<file path="config.mk">
export PLATFORM = sky130hd
export DESIGN_NAME = rpbc_ram
export DESIGN_NICKNAME = d
export VERILOG_FILES = /design/src/hw/rtl/rpbc_ram.sv
export SDC_FILE = /design/constraint.sdc
export NUM_CORES = 2
export LEC_CHECK = 0
export ABC_AREA = 1
export BUFFER_PORTS_ARGS = -buffer_cell sky130_fd_sc_hd__buf_2
export CAP_MARGIN = 20
export CORE_MARGIN = 5
export CORE_UTILIZATION = 40
export DETAILED_ROUTE_END_ITERATION = 12
export PLACE_DENSITY_LB_ADDON = 0.2
export SLEW_MARGIN = 20
export SYNTH_ARGS = -nofsm -noshare
export SYNTH_HDL_FRONTEND = slang
export SYNTH_SLANG_ARGS = --single-unit
</file>
<file path="constraint.sdc">
create_clock -name clock -period 6.4 [get_ports clock]
set_input_delay 1.6 -clock clock [delete_from_list [all_inputs] [get_ports clock]]
set_output_delay 1.6 -clock clock [all_outputs]
set_load 0.01 [all_outputs]
</file>
<file path="src/hw/rtl/rpbc_ram.sv">
// Generic single-port-write, single-port-read RAM with registered read data.
// Width and depth are parameters. No dependencies.
`timescale 1ns / 1ps

module rpbc_ram #(
   parameter int WIDTH = 16,
   parameter int DEPTH = 256
) (
   input  logic                     clock,
   input  logic                     wr_en,
   input  logic [$clog2(DEPTH)-1:0] wr_addr,
   input  logic [WIDTH-1:0]         wr_data,
   input  logic                     rd_en,
   input  logic [$clog2(DEPTH)-1:0] rd_addr,
   output logic [WIDTH-1:0]         rd_data
);

   logic [WIDTH-1:0] mem_ff [DEPTH];
   logic [WIDTH-1:0] rd_data_ff;

   always_ff @(posedge clock) begin
      if (wr_en) begin
         mem_ff[wr_addr] <= wr_data;
      end
      if (rd_en) begin
         rd_data_ff <= mem_ff[rd_addr];
      end
   end

   assign rd_data = rd_data_ff;

endmodule

</file>
# After elaboration in Yosys (flattened, before gate mapping)
# Memory sizes are Yosys's and may differ from the RTL's. A register that Yosys moved wholly into a read port is not among the register bits.
# Index checks and enable logic that the tools add are counted.
[op_classes]
n_mux = 2
[ops]
columns = ["op", "n"]
rows = [
  ["2-to-1 mux 1 bit", 2],
]
[word_totals]
out_inout_bits = 16
input_bits = 35
ram_bits = 4096
mem_count = 1
register_bits = 0
[mem_list]
columns = ["name", "words", "width", "read_ports", "rd_ports_with_merged_regs", "wr", "line_no", "rtl"]
rows = [
  ["mem_ff", 256, 16, 1, 1, 1, "18", "logic [WIDTH-1:0] mem_ff [DEPTH];"],
]

# Longest topological paths before layout
[depth]
ltp_word = 2
depth_mapped = 15
mapped_depth_nobuf = 11

# Worst setup path before layout
# Ideal clock, no wire load.
[synth_timing]
path_kind = "in2reg"
start = "input wr_en"
end = "memory mem_ff[162][0] (enable)"
path_slack_ps = 2960
setup_time_ps = 388
arrival_time_ps = 3052
cell_stages = 4
required_ps = 6012
n_path_buf = 2
path_cell_list = "clkbuf_1 -> nand3_1 -> clkbuf_1 -> nor2_1"
[synth_between]
elab_chain_len = 2
[synth_lines]
columns = ["element", "line_no", "rtl"]
rows = [
  ["start, declared", "10", "input logic wr_en,"],
  ["2-to-1 mux 1 bit", "22", "if (wr_en) begin"],
  ["2-to-1 mux 1 bit (not written as such)", "23", "mem_ff[wr_addr] <= wr_data;"],
  ["end, declared", "18", ""],
]
# No other way between the ends.

==> flow_metrics.tcl <==
set metrics [dict create \
    globalplace.congestion 0.844 \
    reg2reg_depth 10 \
    dpl.hpwl_um 293000 \
    grt_pass1_vias 101000 \
    fin_ws_ns 1.78 \
    clk_path_buf_depth 4 \
    worstPathArrival_ns 5.36 \
    finalSetupTns_ns 0 \
    antenna_found_initial 38 \
    firstDrtPassIters 8 \
    htreeDepth 5 \
    yosys-top-cells-area "edfxtp_1 (74%), nand3_1 (12%), nand2_1 (9.5%)" \
    die-area_mm2 0.428 \
    wl_per_cell_um 26.7 \
    rsz0062_at_grt "false" \
    ios 51 \
    ys_seq_area_share_pct 74.4 \
    cp.required_ns 7.15 \
    grt_overflow 0 \
    syn_area_mm2 0.166 \
    clk_pin_slew_ns 0.06 \
    grt_usage_pct 23.7 \
    drtIter0Drc 12900 \
    timing.rr.end "rd_data[7]" \
    vias_per_cell 5.55 \
    cts.sinks 4112 \
    min_period_ns 4.62 \
    cap_violations 0 \
    worstHoldPathCells 1 \
    area_growth_syn_to_layout_pct 12.3 \
    initial_core_util_pct 40.2 \
    status "completed" \
    synth_cells 13600 \
    critical_path.startpoint "rd_addr[1]" \
    fin_nets 13700 \
    slowest_delay_ns 0.62 \
    slew_violations 0 \
    cts_tree "built" \
    avgSynthCellArea_um2 12.2 \
    hp-class "input pin to flip-flop" \
    setup_violations 0 \
    grt_max_degree 157 \
    layout_commonest_cell "nand2_1" \
    final_area_mm2 0.186 \
    crit_path_top_delay_cell "nand3_1" \
    p_per_area_mw_per_mm2 306 \
    holdPathEnd "mem_ff[217][8]" \
    yosysTopAreaCell "edfxtp_1" \
    critPathCaptureType "flip-flop" \
    synth_nets 13700 \
    cts_buffers 425 \
    critPathKind "input pin to flip-flop" \
    remaining_drc_errors 0 \
    finalHoldViolations 0 \
    tightestPinTransition_ns 1.43 \
    crit_chain "buf_8 > inv_16 > buf_12 > nand3_1 > nand3_1 > nand3_1 > nand3_1 > nand3_1 > nand3_1 > nand2_1 > nand2_1 > nand2_1" \
    synth_top_area_share_pct 74.4 \
    min_from "wr_data[8]" \
    cts-root-buf "clkbuf_16" \
    ys_seq_elements 4112 \
    fin_util_pct 45.1 \
    skew_ns 0.0767 \
    fmax_ghz 0.217 \
    port-buffer-count 50 \
    drive_above_1_share_pct 8.39 \
    final_cell_mix "nand2_1 (4,195), edfxtp_1 (4,112), nand3_1 (4,034)" \
    postPlaceCellArea_mm2 0.173 \
    row_count 236 \
    post_cts_buffers 0 \
    chipHeight_um 654 \
    critPathMaxFanout 113 \
    holdBufCountCts 0 \
    antenna_left 0 \
    total_power_uw 57000 \
    reg2reg_slack_ns 3.67 \
    r2r-start "mem_ff[97][7]" \
    crit_top_cell "nand3_1" \
    drt-total-wl_um 521000 \
    peakVddDrop_mv 0.249 \
    placeableCoreArea_mm2 0.413 \
    period_share_pct 72.1 \
    grt_first_pass_wirelength_um 747000 \
    cp-start-kind "input pin" \
    slew_headroom_pct 4.95 \
    n_fill_cell 37400 \
    clkLatencyLatePin_ns 1.02 \
    post_cts_resized 0 \
    preCtsSetupSlack_ns 0.868 \
    synth.distinct_cells 14 \
    die_w_um 654 \
    power_leakage_uw 0.0644 \
    yosysWarnings 0 \
    vias 108000 \
]
==> per-stage QoR <==
step	instances	hold slack (ns)
detailed placement	18700	1.04
floorplan	13600	0.911
finish	19500	0.986
global route	19500	0.956
CTS	19500	0.933
global placement	18700	1.07
==> flip-flops by register name (all words and copies together) (netlist names) <==
register	count
mem_ff	4096
rd_data	16
==> power breakdown <==
part / leakage, µW / internal (µW) / switching, µW
logic: 0.0211 / 806 / 2810
clock network: 0.00636 / 13300 / 10400
registers: 0.0370 / 29700 / 41.9
==> cells in the mapped netlist, drive strengths merged <==
master,instances
buf,783
clkbuf,154
edfxtp,4112
inv,39
nand2,4211
nand3,4035
nor2,283
==> cells by family (layout without fill, tap and decap cells) <==
kind of cell | count (synthesis) | count (layout) | synth area share (%)
buf+inv | 976 | 1359 | 3.21
simple gates | 8529 | 8529 | 22.3
other cells | 0 | 25 | 0
flops | 4112 | 4112 | 74.4
==> worst max-delay path by stage <==
| stage | to | slack (ns) | cells past startpoint |
|---|---|---|---|
| floorplan | mem_ff[162][0] | 2.96 | 4 |
| global placement | rd_data[7] | 0.88 | 15 |
| detailed placement | rd_data[7] | 0.87 | 15 |
| CTS | rd_data[7] | 1.94 | 15 |
| global route | rd_data[7] | 1.68 | 15 |
| finish | rd_data[7] | 1.78 | 12 |
==> critical path: cells and delay by family <==
kind,cells,cell delay [ns]
and+or+nand+nor,9,2.14
buffers and inverters,3,1.27
==> layout make-up <==
| class | count | area (µm²) | share of cell area [%] |
|---|---|---|---|
| Clock inverter | 224 | 1720 | 0.922 |
| Multi-Input combinational cell | 8529 | 37300 | 20.0 |
| Sequential cell | 4112 | 123000 | 66.3 |
| Inverter | 39 | 201 | 0.108 |
| Antenna cell | 25 | 62.6 | 0.0336 |
| Tap cell | 5474 | 6850 | 3.68 |
| Clock buffer | 536 | 11300 | 6.05 |
| Timing Repair Buffer | 560 | 5410 | 2.90 |
==> routing by layer <==
| metal | share of wire (%) | vias up | GRT usage, % |
|---|---|---|---|
| met5 | 0.0050 | - | 0 |
| met2 | 45 | 4310 | 36.5 |
| met3 | 7.4 | 801 | 3.17 |
| met1 | 43 | 54300 | 34.5 |
| li1 | - | 48800 | - |
| met4 | 4.1 | 4 | 8.74 |
(Power assumes the default switching activity.)
